<file path="config.mk">
export PLATFORM = sky130hd
export DESIGN_NAME = fbfl_ram
export DESIGN_NICKNAME = d
export VERILOG_FILES = /design/src/hdl/fbfl_ram.sv
export SDC_FILE = /design/constraint.sdc
export NUM_CORES = 1
export LEC_CHECK = 0
export ABC_AREA = 1
export BUFFER_PORTS_ARGS = -buffer_cell sky130_fd_sc_hd__buf_2
export CAP_MARGIN = 20
export CELL_PAD_IN_SITES_DETAIL_PLACEMENT = 2
export CELL_PAD_IN_SITES_GLOBAL_PLACEMENT = 2
export CORE_MARGIN = 2
export CORE_UTILIZATION = 44
export CTS_CLUSTER_SIZE = 16
export DETAILED_ROUTE_END_ITERATION = 10
export PLACE_DENSITY_LB_ADDON = 0.1
export SLEW_MARGIN = 20
export SYNTH_ARGS = -nofsm -noshare
export SYNTH_HDL_FRONTEND = slang
export SYNTH_SLANG_ARGS = --single-unit
</file>
<file path="constraint.sdc">
create_clock -name clock -period 2.95 [get_ports clock]
set_input_delay 0.59 -clock clock [delete_from_list [all_inputs] [get_ports clock]]
set_output_delay 0.59 -clock clock [all_outputs]
set_load 0.01 [all_outputs]
</file>
<file path="src/hdl/fbfl_ram.sv">
// fbfl_ram.sv: generic single-write, single-read ram with registered read data
`timescale 1ns / 1ps
module fbfl_ram #(
   parameter int WIDTH = 8,
   parameter int DEPTH = 16
) (
   input  logic                     clock,
   input  logic                     we,
   input  logic [$clog2(DEPTH)-1:0] waddr,
   input  logic [WIDTH-1:0]         wdata,
   input  logic                     re,
   input  logic [$clog2(DEPTH)-1:0] raddr,
   output logic [WIDTH-1:0]         rdata
);

   logic [WIDTH-1:0] mem_ff [DEPTH];

   always_ff @(posedge clock) begin
      if (we) begin
         mem_ff[waddr] <= wdata;
      end
      if (re) begin
         rdata <= mem_ff[raddr];
      end
   end

endmodule

</file>
==> Yosys cells after proc, flatten, opt, wreduce, memory -nomap -nowiden <==
Memories as Yosys holds them, arrays and structs flattened. A register that Yosys moved wholly into a read port is not among the register bits.
Cells that the tools add are included.
{ "totals": {"regBits": 0, "ram_bits": 128, "in_bits": 19, "output_inout_bits": 8, "wordCells": 3, "memories": 1} }
{ "mem_list": {"columns": ["name", "words", "word_bits", "read_ports", "rd_ports_with_merged_regs", "wr", "line", "text"], "rows": [
  ["mem_ff", 16, 8, 1, 1, 1, "16", "logic [WIDTH-1:0] mem_ff [DEPTH];"]
]} }
{ "classes": {"n_mux": 2} }
{ "op_table": {"columns": ["cell", "count"], "rows": [
  ["$mux W1", 2]
]} }

==> Depth between registers and ports, before layout <==
Gate-level depths: netlist of the first run.
{ "logic_depth": {"word_depth": 2, "mapped_depth": 8} }

==> Worst setup path after synthesis of the first run <==
Ideal clock, no wire load.
{ "synth_timing": {"path_type": "in2reg", "startpoint": "in waddr[2]", "endpoint": "mem mem_ff[10][0] (enable)", "setup_time_ns": 0.370, "arrival_ns": 1.171, "required_ns": 2.580, "slack_ns": 1.409, "stages": 2, "path_buffers": 0, "path_cell_list": "nand3b_1 > nor2_1"} }
{ "synth_lines": {"columns": ["item", "line", "text"], "rows": [
  ["start, declared", "9", "input logic [$clog2(DEPTH)-1:0] waddr,"],
  ["end, declared", "16", null]
]} }
No word-level cell before the write port.

==> results of run 1 <==
-- layer usage --
layer,wire (µm),vias to the layer above,track usage
met5,0,-,0
met4,548,0,0.123
met3,810,38,0.0532
met2,9270,124,0.464
met1,7790,2081,0.353
li1,-,1844,-
-- state kept, by name, summed over array words and instances (netlist names) --
register  cells
mem_ff      128
rdata         8
-- report_power, final --
| group | internal [mW] | total (mW) | switching (mW) |
|---|---|---|---|
| Sequential | 2.18 | 2.19 | 0.0158 |
| Clock | 1.31 | 2.08 | 0.766 |
| Combinational | 0.0723 | 0.294 | 0.221 |
| Total | 3.56 | 4.56 | 1.00 |
-- cell type report --
type / count / area, µm²
Sequential cell: 136 / 4080
Inverter: 102 / 383
Timing Repair Buffer: 35 / 223
Tap cell: 176 / 220
Fill cell: 1320 / 6390
Multi-Input combinational cell: 289 / 1210
Clock buffer: 20 / 437
Clock inverter: 12 / 133
-- how the worst min path moves through the flow --
stage	to
floorplan	rdata[0]
global placement	rdata[2]
detailed placement	rdata[7]
CTS	rdata[3]
global route	rdata[5]
finish	rdata[3]
-- synth_stat cells --
library cell and instances:
sky130_fd_sc_hd__nand2_1 173, sky130_fd_sc_hd__inv_1 100, sky130_fd_sc_hd__nand3_1 97, sky130_fd_sc_hd__buf_2 13
sky130_fd_sc_hd__nand3b_1 2, sky130_fd_sc_hd__edfxtp_1 136, sky130_fd_sc_hd__buf_6 6, sky130_fd_sc_hd__buf_1 1
sky130_fd_sc_hd__inv_2 2, sky130_fd_sc_hd__buf_4 4, sky130_fd_sc_hd__nor2_1 17
-- logic make-up (layout without fill, tap and decap cells) --
kind of cell           Yosys count  after routing  synth area share
and+or+nand+nor                289            289             0.208
DFF                            136            136             0.698
buffers and inverters          126            169            0.0939
-- critical path, cell delays in order --
cell and delay (ns):
sky130_fd_sc_hd__buf_2 0.58, sky130_fd_sc_hd__inv_2 0.50, sky130_fd_sc_hd__nand3_1 0.22, sky130_fd_sc_hd__nand3_1 0.17, sky130_fd_sc_hd__nand3_1 0.15, sky130_fd_sc_hd__nand2_1 0.08
-- metrics by stage --
step                power [mW]  worst slack (ns)  hold WS [ns]  instance area (µm²)  instances
detailed placement        2.52             0.413         0.776                 6120        738
finish                    4.56             0.789         0.557                 6690        770
CTS                       4.59             0.837         0.541                 6690        770
floorplan                 2.38              1.41         0.683                 5850        551
global route              4.69             0.726         0.551                 6690        770
global placement          2.50             0.465         0.754                 6120        738
==> metrics.txt, run 1 <==
# TYPE chip_impl_metric gauge
chip_impl_metric{name="die_y",unit="µm"} 119
chip_impl_metric{name="power_density",unit="nW/µm²"} 682
chip_impl_metric{name="io_buffers",unit=""} 26
chip_impl_metric{name="critPathMaxFanout",unit=""} 33
chip_impl_metric{name="ctsHtreeMaxLevel",unit=""} 4
chip_impl_metric{name="yosysWarningCount",unit=""} 0
chip_impl_info{name="rsz0062_at_grt",value="false"} 1
chip_impl_info{name="final_cell_mix",value="sky130_fd_sc_hd__nand2_1 (173), sky130_fd_sc_hd__edfxtp_1 (136), sky130_fd_sc_hd__inv_1 (100)"} 1
chip_impl_metric{name="nNetsFinal",unit=""} 600
chip_impl_metric{name="fmax",unit="GHz"} 0.463
chip_impl_info{name="critPathLaunch",value="raddr[1]"} 1
chip_impl_info{name="kind_of_end_point_of_the_critical_path",value="flip-flop"} 1
chip_impl_metric{name="number_of_sinks_driven_by_the_clock_tree",unit=""} 136
chip_impl_metric{name="vdd.ir_drop.worst",unit="mV"} 0.363
chip_impl_metric{name="hold-path-cell-count",unit=""} 1
chip_impl_metric{name="worst_pin_slew",unit="ns"} 0.943
chip_impl_info{name="clk_root_buffer_cell",value="sky130_fd_sc_hd__clkbuf_16"} 1
chip_impl_metric{name="post_synth_inst_count",unit=""} 551
chip_impl_info{name="crit_type",value="primary input to flip-flop"} 1
chip_impl_metric{name="grt_start_max_net_pins",unit=""} 65
chip_impl_metric{name="timing.final.setup_violations",unit=""} 0
chip_impl_metric{name="gpl.final_weighted_congestion",unit=""} 0.774
chip_impl_metric{name="power_leakage",unit="nW"} 2.86
chip_impl_metric{name="route.detailed.wl_per_inst",unit="µm"} 23.9
chip_impl_metric{name="yosysSeqAreaShare",unit=""} 0.698
chip_impl_metric{name="cts_buffer_depth",unit=""} 2
chip_impl_info{name="synth.area.top_cells",value="sky130_fd_sc_hd__edfxtp_1 (70%), sky130_fd_sc_hd__nand2_1 (11%), sky130_fd_sc_hd__nand3_1 (8.3%)"} 1
chip_impl_metric{name="synth_largest_type_area_fraction",unit=""} 0.698
chip_impl_metric{name="area_growth",unit="%"} 14.5
chip_impl_metric{name="first_global_vias",unit=""} 4685
chip_impl_metric{name="route.detailed.drc",unit=""} 0
chip_impl_metric{name="antenna_diode_count",unit=""} 0
chip_impl_info{name="run_status",value="complete, no violations"} 1
chip_impl_metric{name="start_util",unit=""} 0.447
chip_impl_metric{name="detailed_place_hpwl",unit="µm"} 11600
chip_impl_metric{name="final.min_clock_period",unit="ns"} 2.16
chip_impl_metric{name="clock_latency_on_the_worst_skew_pair",unit="ns"} 0.42
chip_impl_info{name="critical_path.reg2reg.startpoint",value="mem_ff[14][0]"} 1
chip_impl_info{name="min-delay-path-class",value="primary input to flip-flop"} 1
chip_impl_info{name="destination_of_the_critical_timing_path",value="rdata[0]"} 1
chip_impl_metric{name="firstDrtPassIters",unit=""} 4
chip_impl_metric{name="i_o_pin_count",unit=""} 27
chip_impl_metric{name="postSynthAreaPerCell",unit="µm²"} 10.6
chip_impl_metric{name="floorplan.die.width",unit="µm"} 119
chip_impl_info{name="cts_tree",value="built"} 1
chip_impl_metric{name="syn-num-nets",unit=""} 570
chip_impl_info{name="start_kind",value="primary input"} 1
chip_impl_metric{name="fin_hold_viols",unit=""} 0
chip_impl_info{name="timing.rr.end",value="rdata[0]"} 1
chip_impl_metric{name="worst-endpoint-arrival",unit="ns"} 2.32
chip_impl_metric{name="post_cts_resize_count",unit=""} 0
chip_impl_metric{name="number_of_nets_with_antenna_violations_after_detailed_routing",unit=""} 0
chip_impl_metric{name="total_negative_setup_slacks",unit="ns"} 0
chip_impl_info{name="layout.cells.most_common",value="sky130_fd_sc_hd__nand2_1"} 1
chip_impl_metric{name="number_of_antenna_violations_at_the_first_check_in_global_routing",unit=""} 0
chip_impl_metric{name="initialDrtViolationCount",unit=""} 257
chip_impl_metric{name="die_area",unit="µm²"} 14200
chip_impl_metric{name="slew_violations",unit=""} 0
chip_impl_metric{name="placement_row_count",unit=""} 42
chip_impl_metric{name="clkSlewWorstSetupHoldPaths",unit="ns"} 0.06
chip_impl_metric{name="cts_hold_buffers",unit=""} 0
chip_impl_metric{name="r2r_cells",unit=""} 6
chip_impl_metric{name="final_worst_path_cycle_share",unit=""} 0.733
chip_impl_metric{name="routed_wire_length",unit="µm"} 18400
chip_impl_metric{name="cts_buffers",unit=""} 17
chip_impl_metric{name="drive_above_1_share",unit=""} 0.104
chip_impl_metric{name="fin_worst_skew",unit="ns"} 0.00505
chip_impl_metric{name="mappedNetlistArea",unit="µm²"} 5850
chip_impl_metric{name="required",unit="ns"} 3.11
chip_impl_metric{name="grt_pass1_wl",unit="µm"} 28200
chip_impl_metric{name="vias",unit=""} 4087
chip_impl_metric{name="flop_and_latch_count_out_of_synthesis",unit=""} 136
chip_impl_metric{name="finalCoreUtilization",unit=""} 0.511
chip_impl_metric{name="rrSetupSlack",unit="ns"} 1.66
chip_impl_metric{name="placeableCoreArea",unit="µm²"} 13100
chip_impl_metric{name="cts_setup_buffers",unit=""} 0
chip_impl_metric{name="overflow",unit=""} 0
chip_impl_metric{name="maxCapViolCount",unit=""} 0
chip_impl_info{name="hold_start",value="re"} 1
chip_impl_info{name="synth_largest_area_cell",value="sky130_fd_sc_hd__edfxtp_1"} 1
chip_impl_metric{name="routed_via_density",unit=""} 5.31
chip_impl_metric{name="count_of_cell_types_in_the_netlist",unit=""} 11
chip_impl_metric{name="timing.max_slew.rel_slack",unit=""} 0.369
chip_impl_metric{name="groute.usage.overall",unit=""} 0.278
Note: power is estimated with default switching activity, not from simulation.
==> run 2, diff against run 1 <==
--- a/config.mk
+++ b/config.mk
@@ -5,13 +5,13 @@
 export SDC_FILE = /design/constraint.sdc
 export NUM_CORES = 1
 export LEC_CHECK = 0
-export ABC_AREA = 1
+export ABC_AREA = 0
 export BUFFER_PORTS_ARGS = -buffer_cell sky130_fd_sc_hd__buf_2
 export CAP_MARGIN = 20
 export CELL_PAD_IN_SITES_DETAIL_PLACEMENT = 2
 export CELL_PAD_IN_SITES_GLOBAL_PLACEMENT = 2
 export CORE_MARGIN = 2
-export CORE_UTILIZATION = 44
+export CORE_UTILIZATION = 43
 export CTS_CLUSTER_SIZE = 16
 export DETAILED_ROUTE_END_ITERATION = 10
 export PLACE_DENSITY_LB_ADDON = 0.1
==> constraint.sdc (replaced) <==
create_clock -name clock -period 1.9 [get_ports clock]
set_input_delay 0.38 -clock clock [delete_from_list [all_inputs] [get_ports clock]]
set_output_delay 0.38 -clock clock [all_outputs]
set_load 0.01 [all_outputs]
==> metrics.txt, run 2 <==
# TYPE chip_impl_metric gauge
chip_impl_info{name="run_status",value="complete, no violations"} 1
chip_impl_metric{name="timing.max_slew.rel_slack",unit=""} 0.470
chip_impl_metric{name="r2r_cells",unit=""} 3
chip_impl_metric{name="grt_start_max_net_pins",unit=""} 22
chip_impl_metric{name="fin_worst_skew",unit="ns"} 0.0114
chip_impl_info{name="clk_root_buffer_cell",value="sky130_fd_sc_hd__clkbuf_16"} 1
chip_impl_metric{name="preCtsSetupSlack",unit="ns"} -0.0927
chip_impl_metric{name="maxCapViolCount",unit=""} 0
chip_impl_metric{name="placed_cells",unit=""} 418
chip_impl_info{name="final_cell_mix",value="sky130_fd_sc_hd__edfxtp_1 (136), sky130_fd_sc_hd__buf_2 (26), sky130_fd_sc_hd__buf_4 (23)"} 1
chip_impl_metric{name="yosysSeqAreaShare",unit=""} 0.781
chip_impl_metric{name="final.min_clock_period",unit="ns"} 1.57
chip_impl_metric{name="placeableCoreArea",unit="µm²"} 12000
chip_impl_metric{name="largest_register_ff_count",unit=""} 128
chip_impl_metric{name="fmax",unit="GHz"} 0.636
chip_impl_metric{name="synth_largest_type_area_fraction",unit=""} 0.781
chip_impl_info{name="start_kind",value="primary input"} 1
chip_impl_info{name="cts_tree",value="built"} 1
chip_impl_metric{name="antenna_diode_count",unit=""} 0
chip_impl_metric{name="route.detailed.wl_per_inst",unit="µm"} 27.7
chip_impl_metric{name="timing.final.setup_violations",unit=""} 0
chip_impl_metric{name="fraction_of_registers_with_async_set_or_reset_after_synthesis",unit=""} 0
chip_impl_metric{name="cts_buffers",unit=""} 17
chip_impl_metric{name="start_util",unit=""} 0.437
chip_impl_info{name="cp_cell_instances",value="buf_2 -> buf_12 -> buf_4 -> mux4_1 -> a22oi_1 -> nand2_1"} 1
chip_impl_metric{name="slew_violations",unit=""} 0
chip_impl_metric{name="fin_hold_viols",unit=""} 0
chip_impl_info{name="layout.cells.most_common",value="sky130_fd_sc_hd__edfxtp_1"} 1
chip_impl_metric{name="holdWs",unit="ns"} 0.340
chip_impl_metric{name="cts_hold_buffers",unit=""} 0
chip_impl_metric{name="finalCoreUtilization",unit=""} 0.523
chip_impl_metric{name="hold-path-cell-count",unit=""} 1
chip_impl_metric{name="floorplan.die.width",unit="µm"} 114
chip_impl_metric{name="layout.cells.non_filler",unit=""} 450
chip_impl_metric{name="placement_row_count",unit=""} 40
chip_impl_metric{name="nNetsFinal",unit=""} 309
chip_impl_metric{name="drive_above_1_share",unit=""} 0.333
chip_impl_metric{name="rrSetupSlack",unit="ns"} 0.33
chip_impl_metric{name="vdd.ir_drop.worst",unit="mV"} 0.601
chip_impl_metric{name="final.setup.worst_slack",unit="ns"} 0.327
chip_impl_metric{name="postSynthAreaPerCell",unit="µm²"} 22.8
chip_impl_metric{name="initialDrtViolationCount",unit=""} 172
chip_impl_info{name="registers.top_by_ff_count",value="mem_ff"} 1
chip_impl_metric{name="flop_and_latch_count_out_of_synthesis",unit=""} 136
chip_impl_metric{name="post_cts_resize_count",unit=""} 0
chip_impl_info{name="synth.area.top_cells",value="sky130_fd_sc_hd__edfxtp_1 (78%), sky130_fd_sc_hd__mux4_2 (7.8%), sky130_fd_sc_hd__mux4_1 (7.0%)"} 1
chip_impl_metric{name="groute.usage.overall",unit=""} 0.212
chip_impl_metric{name="final_worst_path_cycle_share",unit=""} 0.828
chip_impl_metric{name="vias",unit=""} 2543
chip_impl_metric{name="cts_buffer_depth",unit=""} 2
chip_impl_metric{name="count_of_cell_types_in_the_netlist",unit=""} 18
chip_impl_info{name="timing.rr.end",value="rdata[4]"} 1
chip_impl_info{name="timing.critical_path.slowest_stage_cell",value="sky130_fd_sc_hd__mux4_1"} 1
chip_impl_metric{name="routed_wire_length",unit="µm"} 12500
chip_impl_metric{name="i_o_pin_count",unit=""} 27
chip_impl_info{name="synth_top_cells_by_count",value="sky130_fd_sc_hd__edfxtp_1 (136), sky130_fd_sc_hd__mux4_2 (18), sky130_fd_sc_hd__a22oi_1 (16)"} 1
chip_impl_metric{name="die_y",unit="µm"} 114
chip_impl_metric{name="detailed_place_hpwl",unit="µm"} 8120
chip_impl_info{name="synthMostInstantiatedCell",value="sky130_fd_sc_hd__edfxtp_1"} 1
chip_impl_metric{name="required",unit="ns"} 2.06
chip_impl_metric{name="cts_setup_buffers",unit=""} 0
chip_impl_metric{name="clock_latency_on_the_worst_skew_pair",unit="ns"} 0.42
chip_impl_metric{name="number_of_nets_with_antenna_violations_after_detailed_routing",unit=""} 0
chip_impl_metric{name="firstDrtPassIters",unit=""} 4
chip_impl_metric{name="number_of_antenna_violations_at_the_first_check_in_global_routing",unit=""} 0
chip_impl_info{name="min-delay-path-class",value="primary input to flip-flop"} 1
chip_impl_metric{name="io_buffers",unit=""} 26
chip_impl_metric{name="worst_pin_slew",unit="ns"} 0.793
chip_impl_info{name="kind_of_end_point_of_the_critical_path",value="flip-flop"} 1
chip_impl_metric{name="syn-num-nets",unit=""} 248
chip_impl_info{name="rsz0062_at_grt",value="false"} 1
chip_impl_metric{name="area_growth",unit="%"} 19.6
chip_impl_metric{name="synth-edff-count",unit=""} 136
chip_impl_info{name="critical_path.reg2reg.startpoint",value="mem_ff[1][4]"} 1
chip_impl_metric{name="routed_via_density",unit=""} 5.65
chip_impl_metric{name="power_density",unit="nW/µm²"} 1110
chip_impl_info{name="synth_flop_cell",value="sky130_fd_sc_hd__edfxtp_1"} 1
chip_impl_metric{name="first_global_vias",unit=""} 2840
chip_impl_metric{name="route.detailed.drc",unit=""} 0
chip_impl_metric{name="total_power",unit="mW"} 6.91
chip_impl_metric{name="yosysWarningCount",unit=""} 0
chip_impl_metric{name="number_of_sinks_driven_by_the_clock_tree",unit=""} 136
chip_impl_info{name="synth_largest_area_cell",value="sky130_fd_sc_hd__edfxtp_1"} 1
chip_impl_metric{name="mappedNetlistArea",unit="µm²"} 5230
chip_impl_metric{name="grt_pass1_wl",unit="µm"} 18700
chip_impl_metric{name="die_area",unit="µm²"} 13100
chip_impl_info{name="crit_type",value="primary input to flip-flop"} 1
chip_impl_info{name="largest_registers_in_the_final_layout",value="mem_ff (128), rdata (8)"} 1
chip_impl_metric{name="gpl.final_weighted_congestion",unit=""} 0.704
chip_impl_metric{name="ctsHtreeMaxLevel",unit=""} 4
chip_impl_metric{name="clkSlewWorstSetupHoldPaths",unit="ns"} 0.06
chip_impl_info{name="hold_start",value="re"} 1
chip_impl_metric{name="power_leakage",unit="nW"} 2.13
chip_impl_metric{name="worst-endpoint-arrival",unit="ns"} 1.73
chip_impl_metric{name="overflow",unit=""} 0
chip_impl_metric{name="post_synth_inst_count",unit=""} 229
chip_impl_info{name="min_to",value="rdata[1]"} 1
chip_impl_metric{name="cp_slowest_stage_delay",unit="ns"} 0.57
chip_impl_metric{name="critPathMaxFanout",unit=""} 11
-- run 2: changes by cell type in the layout (fill, tap and decap cells not counted), sizes merged, moves of 4 or more --
| cell | delta |
|---|---|
| buf | +17 |
| mux4 | +32 |
| nor3 | +4 |
| nand3 | -96 |
| inv | -102 |
| nand2 | -164 |
| a22oi | +16 |
| nor2 | -4 |
-- run 2: power by group --
group | total (mW) | internal [mW] | switching, mW
Sequential | 3.40 | 3.38 | 0.0215
Clock | 3.17 | 1.91 | 1.26
Combinational | 0.340 | 0.144 | 0.195
Total | 6.91 | 5.44 | 1.48
-- run 2: critical path: cells and delay by family --
| family | cells | cell delay (ns) |
|---|---|---|
| simple gates | 1 | 0.08 |
| compound gates | 1 | 0.26 |
| mux | 1 | 0.57 |
| buf+inv | 3 | 0.43 |
-- run 2: worst max path at each step --
stage                 startpoint  cells after the start  slack [ns]            to
floorplan               waddr[2]                      2        0.03  mem_ff[0][0]
global placement        raddr[0]                      6       -0.04      rdata[4]
detailed placement      raddr[0]                      6       -0.09      rdata[4]
CTS                 mem_ff[1][4]                      3        0.29      rdata[4]
global route            raddr[0]                      6        0.25      rdata[5]
finish                  raddr[0]                      6        0.33      rdata[5]
-- run 2: metal layers --
metal / track usage / share of wire / wire (µm) / vias up
met5: 0 / 0 / 0 / -
met4: 0.0764 / 0.012 / 148 / 0
met3: 0.0450 / 0.033 / 406 / 9
met2: 0.336 / 0.50 / 6180 / 60
met1: 0.293 / 0.46 / 5740 / 1364
li1: - / - / - / 1110
-- run 2: stage by stage --
step / cell area, µm² / TNS, ns
after floorplan: 5230 / 0
after detailed placement: 5690 / -0.298
after global placement: 5690 / -0.0948
final: 6250 / 0
after global routing: 6250 / 0
after CTS: 6250 / 0
-- run 2: layout make-up --
class,count,area (µm²)
flip-flops and latches,136,4080
fillers,1037,5710
well taps,147,184
repair buffers,52,363
multi-input cells,83,1060
clock inverters,14,134
clock buffers,18,429
-- run 2: cells by family after synthesis --
| logic type | share of synthesized area |
|---|---|
| flops | 0.781 |
| simple gates | 0.0314 |
| mux | 0.148 |
| buf+inv | 0.0165 |
| compound gates | 0.0230 |
